<file path="config.mk">
export PLATFORM = sky130hd
export DESIGN_NAME = mpc_cell
export DESIGN_NICKNAME = d
export VERILOG_FILES = /design/src/hw/rtl/mpc_pkg.sv /design/src/hw/rtl/mpc_cell.sv
export SDC_FILE = /design/constraint.sdc
export NUM_CORES = 1
export LEC_CHECK = 0
export BUFFER_PORTS_ARGS = -buffer_cell sky130_fd_sc_hd__clkbuf_2
export CORE_MARGIN = 2
export CORE_UTILIZATION = 47
export CTS_CLUSTER_SIZE = 30
export DETAILED_ROUTE_END_ITERATION = 10
export PLACE_DENSITY_LB_ADDON = 0.2
export SKIP_CTS_REPAIR_TIMING = 1
export SLEW_MARGIN = 20
export SYNTH_ARGS = -nofsm -noshare
export SYNTH_HDL_FRONTEND = slang
export SYNTH_SLANG_ARGS = --single-unit
</file>
<file path="constraint.sdc">
create_clock -name clock -period 3.6 [get_ports clock]
set_input_delay 0.18 -clock clock [delete_from_list [all_inputs] [get_ports clock]]
set_output_delay 0.18 -clock clock [all_outputs]
set_load 0.01 [all_outputs]
</file>
<file path="src/hw/rtl/mpc_pkg.sv">
// Shared constants and types for the max priority collection unit.
package mpc_pkg;

   localparam int CAPACITY    = 256;
   localparam int DATA_BITS   = 32;
   localparam int PRIO_BITS   = 16;
   localparam int ID_BITS     = 8;
   localparam int IDX_BITS    = $clog2(CAPACITY);
   localparam int TOK_ID_BITS = (IDX_BITS > ID_BITS) ? IDX_BITS : ID_BITS;

   typedef logic [TOK_ID_BITS-1:0] tok_id_type;
   typedef logic [IDX_BITS:0]      cnt_type;
   typedef logic [DATA_BITS-1:0]   data_type;
   typedef logic [PRIO_BITS-1:0]   prio_type;

   localparam cnt_type  CAPACITY_CNT = cnt_type'(CAPACITY);
   localparam prio_type PRIO_MAX     = '1;

   typedef enum logic [2:0] {
      CMD_ADD      = 3'd0,
      CMD_PROMOTE  = 3'd1,
      CMD_GET_MAX  = 3'd2,
      CMD_POP_MAX  = 3'd3,
      CMD_IS_VALID = 3'd4,
      CMD_GET      = 3'd5
   } cmd_type;

   typedef enum logic [1:0] {
      STATUS_OK    = 2'd0,
      STATUS_EMPTY = 2'd1,
      STATUS_BAD   = 2'd2,
      STATUS_FULL  = 2'd3
   } status_type;

   typedef enum logic [1:0] {
      ST_IDLE,
      ST_SCAN,
      ST_FINISH
   } state_type;

   // Request token that walks the row of cells, one cell per cycle.
   // For the max commands id/data/prio hold the best entry so far and
   // flag says one was found; for promote, is-valid and get, flag is the
   // live mark of the addressed entry.
   typedef struct packed {
      logic       valid;
      cmd_type    cmd;
      tok_id_type id;
      data_type   data;
      prio_type   prio;
      logic       flag;
   } token_type;

   typedef struct packed {
      logic       valid;
      tok_id_type id;
   } retire_type;

endpackage

</file>
<file path="src/hw/rtl/mpc_cell.sv">
// One storage cell of the row: holds a single entry and forwards the token.
module mpc_cell (
   input  logic                  clock,
   input  logic                  reset,
   input  mpc_pkg::tok_id_type   cell_index,
   input  mpc_pkg::token_type    tok_in,
   input  mpc_pkg::retire_type   retire,
   output mpc_pkg::token_type    tok_out
);

   mpc_pkg::data_type  data_ff, data_in;
   mpc_pkg::prio_type  prio_ff, prio_in;
   logic               live_ff, live_in;
   mpc_pkg::token_type tok_ff, tok_in_next;
   mpc_pkg::prio_type  prio_inc;
   logic               match;

   assign match    = (tok_in.id == cell_index);
   assign prio_inc = (prio_ff == mpc_pkg::PRIO_MAX) ? prio_ff
                                                    : prio_ff + mpc_pkg::prio_type'(1);

   always_comb begin
      data_in     = data_ff;
      prio_in     = prio_ff;
      live_in     = live_ff;
      tok_in_next = tok_in;
      if (tok_in.valid) begin
         case (tok_in.cmd)
            mpc_pkg::CMD_ADD: begin
               if (match) begin
                  data_in = tok_in.data;
                  prio_in = '0;
                  live_in = 1'b1;
               end
            end
            mpc_pkg::CMD_PROMOTE: begin
               if (match && live_ff) begin
                  prio_in          = prio_inc;
                  tok_in_next.prio = prio_inc;
                  tok_in_next.flag = 1'b1;
               end
            end
            mpc_pkg::CMD_GET_MAX, mpc_pkg::CMD_POP_MAX: begin
               // >= while walking up the ids hands ties to the larger id
               if (live_ff && (!tok_in.flag || prio_ff >= tok_in.prio)) begin
                  tok_in_next.id   = cell_index;
                  tok_in_next.data = data_ff;
                  tok_in_next.prio = prio_ff;
                  tok_in_next.flag = 1'b1;
               end
            end
            mpc_pkg::CMD_IS_VALID: begin
               if (match) begin
                  tok_in_next.flag = live_ff;
               end
            end
            mpc_pkg::CMD_GET: begin
               if (match && live_ff) begin
                  tok_in_next.data = data_ff;
                  tok_in_next.prio = prio_ff;
                  tok_in_next.flag = 1'b1;
               end
            end
            default: begin
            end
         endcase
      end
      if (retire.valid && retire.id == cell_index) begin
         live_in = 1'b0;
      end
   end

   always_ff @(posedge clock) begin
      data_ff <= data_in;
      prio_ff <= prio_in;
   end

   always_ff @(posedge clock) begin
      if (reset) begin
         live_ff <= 1'b0;
         tok_ff  <= '0;
      end else begin
         live_ff <= live_in;
         tok_ff  <= tok_in_next;
      end
   end

   assign tok_out = tok_ff;

endmodule

</file>
==> results of run 1 <==
==> state kept, by name (all words and copies together) (netlist names) <==
register	count
prio_ff	16
data_ff	32
live_ff	1
tok_out	61
==> per-layer routing <==
metal | GRT usage | wire (um) | vias to the layer above
li1 | - | - | 2118
met1 | 0.289 | 5630 | 1979
met2 | 0.347 | 5940 | 129
met3 | 0.0359 | 651 | 18
met4 | 0.0779 | 165 | 0
met5 | 0 | 0 | -
==> cells by family after synthesis <==
group / after synthesis / share of synthesized area
adder cells (fa/ha/maj): 17 / 0.0427
multiplexers: 11 / 0.0226
flip-flops: 110 / 0.539
AND/OR/NAND/NOR: 184 / 0.166
buffers and inverters: 46 / 0.0392
AO/OA/AOI/OAI: 108 / 0.143
XOR/XNOR: 27 / 0.0475
==> worst reg2reg max path, cell delays in order, from the launching register on <==
cell and delay (ns):
edfxtp_1 0.54, ha_1 0.36, a21oi_1 0.15, o21ai_0 0.11, a21oi_1 0.31, a31oi_2 0.18
a31oi_4 0.77, nor2_1 0.31, a221o_1 0.41
==> cells in the mapped netlist (all sizes together) (6+ instances only) <==
cell | instances | share of area
nand2 | 92 | 0.070
dfxtp | 62 | 0.25
a21oi | 48 | 0.048
edfxtp | 48 | 0.29
nor2 | 40 | 0.030
inv | 24 | 0.018
xor2 | 19 | 0.033
ha | 17 | 0.043
clkbuf | 12 | 0.0090
o21ai | 12 | 0.013
buf | 10 | 0.012
mux2i | 9 | 0.018
nand3 | 9 | 0.0090
xnor2 | 8 | 0.014
nor2b | 7 | 0.0088
a221o | 6 | 0.012
nor4 | 6 | 0.0075
==> area by class of cell <==
type | instances | share of cell area
sequential | 110 | 0.422
multi-input combinational | 347 | 0.336
timing repair buffer | 178 | 0.168
tap | 136 | 0.0268
clock buffer | 9 | 0.0195
clock inverter | 7 | 0.0144
inverter | 24 | 0.0142
==> power breakdown <==
| part | internal (mW) | switching [mW] | leakage, nW |
|---|---|---|---|
| combinational | 0.123 | 0.136 | 1.67 |
| sequential | 1.34 | 0.0103 | 0.952 |
| clock | 0.285 | 0.492 | 0.106 |
==> per-stage QoR <==
step,setup WS [ns],util
after floorplan,0.615,-
after global placement,0.472,0.564
after detailed placement,0.411,0.564
after CTS,0.397,0.585
after global routing,0.144,0.616
final,0.366,0.616
==> worst paths after layout <==
check                                 from                      to  slack, ns  depth (start not counted)
setup / recovery  prio_ff[9]$_SDFFCE_PN0P_   tok_out[7]$_SDFF_PP0_       0.37                          8
hold / removal                  tok_in[26]    data_ff[9]$_DFFE_PP_       0.01                          1
setup reg to reg  prio_ff[9]$_SDFFCE_PN0P_   tok_out[7]$_SDFF_PP0_       0.37                          8
hold reg to reg      data_ff[22]$_DFFE_PP_  tok_out[39]$_SDFF_PP0_       0.52                          2
==> impl.org, run 1 <==
** Job
- Max-cap violations :: 0

** Timing
- Clk_skew :: 0.0179 ns
- Setup violation total in the final timing report :: 0
- Slew Limit Fails :: 0
- Setup Total Neg Slack :: 0 ns
- At the pin with the least slew margin, the transition time is 0.939 ns.
- Headroom to the max-slew limit came out at 0.374.
- Setup repair after global routing left no endpoint under its margin.
- WHS :: 0.0113 ns
- Timing would allow up to 309 MHz.
- Hold Violations, Final :: 0
- Final critical-path required period :: 3.23 ns
- Of the available clock period, the critical path in the final layout requires 0.898.

** Synthesis
- The synthesized design contains 48 enable-type register cells.
- Seq/Total Area, Yosys :: 0.539
- Counting flops and latches in the post-synthesis netlist gives 110.
- Main flop type after synthesis :: dfxtp_1
- Synthesized netlist net count :: 600
- In the synthesized netlist the async set-or-reset flop fraction comes to 0.
- Number of library cell types mapped by synthesis :: 62
- Synthesis handed over a netlist of 503 instances.
- Cell area after synthesis :: 4980 sq um
- A synthesized cell averages 9.90 sq um.
- Number of warnings reported in the yosys synthesis log :: 0

** Layout
- Fill cells in the final layout number 869.
- Combined area of the multi-input logic cells :: 2130 sq um
- 0 antenna diodes ended up in the layout.
- Footprint of the flip-flops and latches :: 2680 sq um
- With fillers left out, the area of the finished cells amounts to 6360 sq um.
- Relative to the synthesized area, the layout overhead comes to 27.7%.
- For this run, the post-layout net count is 767.
- In the layout the commonest cells are clkbuf_2, nand2_1, dfxtp_1.
- In the final layout, the share of cells above drive strength 1 is 0.265.
- The finished layout holds 811 standard cells, fillers aside.
- Most common cell after layout, fill and taps aside :: clkbuf_2

** Drt
- First-iteration detailed-routing DRC count :: 303
- Total wire length after detailed routing :: 12400 um
- First drt pass iteration count :: 4
- Via count normalized by instance count :: 5.23
- Total number of vias :: 4244
- Dividing the detail-routed wire length by the instance count gives 15.3 um.
- In the routed design, unresolved DRC markers number 0.
- Remaining antenna violation count after routing :: 0

** Placed design
- In this run, placement finished with an instance count of 763.
- Placement-stage cell area :: 5820 sq um
- Port Buffers :: 140
- At the end of routability-driven placement, the weighted congestion stood at 0.924.
- Total half-perimeter wirelength after legalization and detailed placement :: 8910 um

** Worst setup path
- Critical path required time :: 3.88 ns
- The worst setup path is launched from a flip-flop.
- Crit Path Class :: reg -> reg
- The critical path goes through ha_1 -> a21oi_1 -> o21ai_0 -> a21oi_1 -> a31oi_2 -> a31oi_4 -> nor2_1 -> a221o_1.
- The kind of cell with the highest combined delay along the critical path is compound AO/OA/AOI/OAI gates.
- The worst setup path is captured at a flip-flop.
- Max Fanout on Critical Path :: 33
- Slowest Stage Delay on Critical Path :: 0.77 ns
- The most numerous cell type found on the critical path is a21oi_1.
- On the critical path, the stage with the largest delay is an instance of a31oi_4.
- Buffers plus inverters on the worst setup path :: 0
- STA puts the critical path data arrival time at 3.52 ns.

** Power
- Worst IR drop on VDD :: 0.000193 V
- Dividing total power by cell area gives a power density of 374 nW/um^2.
- Summing internal, switching and leakage power gives 2.38 mW.
- For this design the static power due to leakage is 2.73 nW.

** Clock network
- Num Clock Sinks :: 110
- Number of buffers between clock root and the deepest sink :: 2
- At the later pin of the worst-skew pair, clock insertion delay measures 0.39 ns.
- Depth of the CTS H-tree :: 3
- CTS tree :: built
- Number of buffers added by the clock tree synthesis step :: 9
- CTS Root Cell :: clkbuf_8
- Clock-pin slew was measured on the worst setup and hold paths at 0.11 ns.

** Floorplanning
- The die is 107 um tall.
- Pin placement for this block handled 141 I/O pins.
- Width of the die :: 107 um
- The core region is 10300 sq um.
- The floorplan step defined a die boundary enclosing 11400 sq um.
- The initialized floorplan defines 37 standard-cell rows.
- Starting utilization of the core area :: 0.482

** GRT
- Initial antenna violation count :: 0
- For this run the aggregate overflow at the end of global routing stands at 0.
- Entering global routing, the biggest net connects 41 pins.
- The first global-routing pass estimated 19200 um of wire.
- For this run, the total global-route usage over all layers was measured as 0.214.
- Vias in the first global route :: 3969

** Status
- Status :: completed

** Hold path
- Min-Delay Path Class :: in -> reg
Power figures use the tool's default switching activity.
==> run 2, diff against run 1 <==
--- a/config.mk
+++ b/config.mk
@@ -5,9 +5,10 @@
 export SDC_FILE = /design/constraint.sdc
 export NUM_CORES = 1
 export LEC_CHECK = 0
+export ABC_AREA = 1
 export BUFFER_PORTS_ARGS = -buffer_cell sky130_fd_sc_hd__clkbuf_2
 export CORE_MARGIN = 2
-export CORE_UTILIZATION = 47
+export CORE_UTILIZATION = 50
 export CTS_CLUSTER_SIZE = 30
 export DETAILED_ROUTE_END_ITERATION = 10
 export PLACE_DENSITY_LB_ADDON = 0.2
==> impl.org, run 2 <==
** Status
- Status :: completed

** Worst setup path
- The critical path is of the reg -> reg type.
- Walking the worst path, the cells encountered are ha_1 -> nand2_1 -> nor2_1 -> nand2_1 -> nand2_1 -> nor2_1 -> nand2_1 -> nand2_1 -> nand2_2 -> nand2_2 -> inv_2 -> nand3_2 -> o21ai_0 -> a21oi_1.
- The worst setup path is launched from a flip-flop.
- STA classifies the critical path endpoint as a flip-flop.
- Cell repeated most along the worst path :: nand2_1
- Critical Path Slowest Stage Cell :: edfxtp_1
- Slowest Stage Delay on Critical Path :: 0.51 ns
- Crit path DAT :: 3.21 ns
- Data on the critical path is required at its endpoint by 3.84 ns.
- Of all nets on the critical path, the largest fanout is 18.

** Timing
- The number of hold violations in the final report came to 0.
- Crit share post-route :: 0.826
- The clock arrives with 0.00931 ns of skew.
- Achievable Freq :: 336 MHz
- Slew Limit Fails :: 0
- Setup repair after global routing left no endpoint under its margin.
- After layout, the minimum clock period comes to 2.97 ns.
- For the pin with the worst max-slew slack, the measured transition is 0.874 ns.
- For the final routed database, the setup TNS stands at 0 ns.
- The worst pin sits at a relative slew slack of 0.417.
- Setup violations remaining at the end of the flow were counted as 0.

** GRT
- Vias in the first global route :: 5772
- Across every metal layer, demand over resource in global routing totals 0.247.
- Wire length of the first global-routing pass :: 28200 um
- Total congestion overflow after global routing :: 0
- Largest net degree at the start of global routing :: 59
- Initial antenna violation count :: 0

** Synthesis
- Synthesis inferred 110 register bits.
- Synthesis produced 949 cells.
- Cell area after synthesis :: 6620 sq um
- The most used flip-flop cell after synthesis is dfxtp_1.
- Yosys printed 0 warnings.
- Synthesized netlist net count :: 1046
- By count the netlist is led by nand2_1, inv_1, nand3_1.
- Synthesized area per cell :: 6.98 sq um
- Of all flip-flops after synthesis, the portion carrying an async set or reset was 0.
- Leading cell types by total area after synthesis :: edfxtp_1, dfxtp_1, nand2_1
- The synthesized design contains 48 enable-type register cells.
- Most frequently used cell type in the post-synthesis netlist :: nand2_1
- Synthesis instantiated 34 different standard cells from the library.
- Seq/Total Area, Yosys :: 0.405
- The share of synthesized area in the top cell type comes to 0.218.
- Biggest area consumer among synthesized cells :: edfxtp_1

** Drt
- Total wire length after detailed routing :: 17200 um
- After detailed routing, the number of remaining DRC violations is 0.
- Remaining antenna violation count after routing :: 0
- In the final routed layout, each cell accounts on average for 13.8 um.
- First-iteration detailed-routing DRC count :: 535
- For this block, the via count after detailed routing is 6354.
- Via count normalized by instance count :: 5.09
- First drt pass iteration count :: 5

** Floorplanning
- Width of the die :: 119 um
- Num ports :: 141
- Floorplan Core Area :: 13100 sq um
- The die covers 14200 sq um.
- Starting utilization of the core area :: 0.506
- After floorplanning, the core was divided into 42 placement rows.
- Die Y-Extent :: 119 um

** Layout
- Number of nets in the final layout :: 1165
- Layout overhead on the synthesized area :: 15.7%
- The repair_antennas step left the layout with diodes totalling 0.
- The top cell types in the final layout, fill and taps aside, are nand2_1, clkbuf_2, inv_1.
- For this run, the number of standard cells in the final layout without fillers is 1249.
- Of the cells placed in the final design, the portion with a size suffix greater than 1 is 0.184.
- The register with the most flip-flops in the layout has 61 of them.
- Number of fill cells :: 1259
- The library cell used most frequently in the layout, excluding fill and tap cells, is nand2_1.

** Clock network
- Clock-pin slew on the worst setup and hold paths :: 0.08 ns
- Clock tree synthesis selected as its root buffer the cell clkbuf_16.
- The H-tree was split into 3 levels.
- The tree built by TritonCTS fans out to 110 sinks.
- Clock insertion delay at the later pin of the skew report :: 0.36 ns
- TritonCTS built the clock tree.
- Number of buffers between clock root and the deepest sink :: 2
- Number of buffers added by the clock tree synthesis step :: 9

** Placed design
- Total half-perimeter wirelength after legalization and detailed placement :: 11600 um
- After detailed placement, the design holds a cell count of 1233.
- During placement, the flow inserted port buffers numbering 140.
- RD Place Congestion :: 0.898

** Hold path
- The path class of the tightest hold or removal check is in -> reg.

** Power
- Power spread over the standard cell area amounts to 354 nW/um^2.
- Worst IR drop on VDD :: 0.000211 V
- For this design the static power due to leakage is 4.01 nW.

** Job
- Max-cap violations :: 0
## run 2: cell count changes in the layout (fill, tap and decap cells not counted), sizes merged, moves of 6 or more
| cell | previous run | this run |
|---|---|---|
| buf | 6 | 13 |
| nand2 | 92 | 296 |
| dlygate4sd3 | 32 | 0 |
| xor2 | 19 | 9 |
| nor2b | 7 | 0 |
| a21oi | 48 | 60 |
| a221o | 6 | 0 |
| nand3 | 9 | 96 |
| inv | 27 | 143 |
| o21ai | 12 | 101 |
| mux2i | 9 | 0 |
## run 2: path summary, 6_finish.rpt
path	start	endpoint	slack [ns]	cells after the start
hold reg to reg	data_ff[10]$_DFFE_PP_	tok_out[27]$_SDFF_PP0_	0.60	4
setup / recovery	prio_ff[3]$_SDFFCE_PN0P_	tok_out[52]$_SDFF_PP0_	0.63	14
hold / removal	tok_in[38]	data_ff[21]$_DFFE_PP_	0.03	1
setup reg to reg	prio_ff[3]$_SDFFCE_PN0P_	tok_out[52]$_SDFF_PP0_	0.63	14
## run 2: per-layer routing
metal / part of all wire / GRT usage / vias up / wire length (um)
met3: 0.075 / 0.0580 / 22 / 1300
met1: 0.44 / 0.320 / 2827 / 7670
met4: 0.013 / 0.0714 / 0 / 216
li1: - / - / 3292 / -
met5: 0 / 0 / - / 0
met2: 0.47 / 0.410 / 213 / 8060
## run 2: cell families after synthesis
group,count (synthesis),share of synthesized area
compound gates,171,0.136
simple gates,444,0.281
xor+xnor,19,0.0251
fa+ha+maj,17,0.0321
buf+inv,188,0.120
flops,110,0.405
## run 2: layout make-up
class,count,area (sq um),share of cell area
clock buffer,10,229,0.0299
clock inverter,6,45.0,0.00588
inverter,143,537,0.0700
multi-input combinational,651,3150,0.411
sequential,110,2680,0.350
tap,176,220,0.0287
timing repair buffer,153,798,0.104
## run 2: stage by stage
| stage | cell area (sq um) | setup slack (ns) | util | total power, mW | hold WS (ns) |
|---|---|---|---|---|---|
| after floorplan | 6620 | 0.904 | - | 1.62 | 0.279 |
| after global placement | 7390 | 0.727 | 0.565 | 1.78 | 0.394 |
| after detailed placement | 7390 | 0.681 | 0.565 | 1.79 | 0.391 |
| after CTS | 7660 | 0.655 | 0.586 | 2.74 | 0.0149 |
| after global routing | 7660 | 0.310 | 0.586 | 2.84 | 0.0214 |
| final | 7660 | 0.627 | 0.586 | 2.71 | 0.0264 |
## run 2: critical path, delay by kind of cell (launching register included)
kind,cells,cell delay (ns)
AO/OA/AOI/OAI,2,0.32
adder cells (fa/ha/maj),1,0.34
AND/OR/NAND/NOR,10,1.26
buffers and inverters,1,0.39
flip-flops,1,0.51
## run 2: power by group
group          internal, mW  total [mW]  switching, mW  leakage, nW
Sequential             1.35        1.36         0.0134        0.952
Clock                 0.475       0.954          0.478        0.131
Combinational         0.156       0.398          0.242         2.92
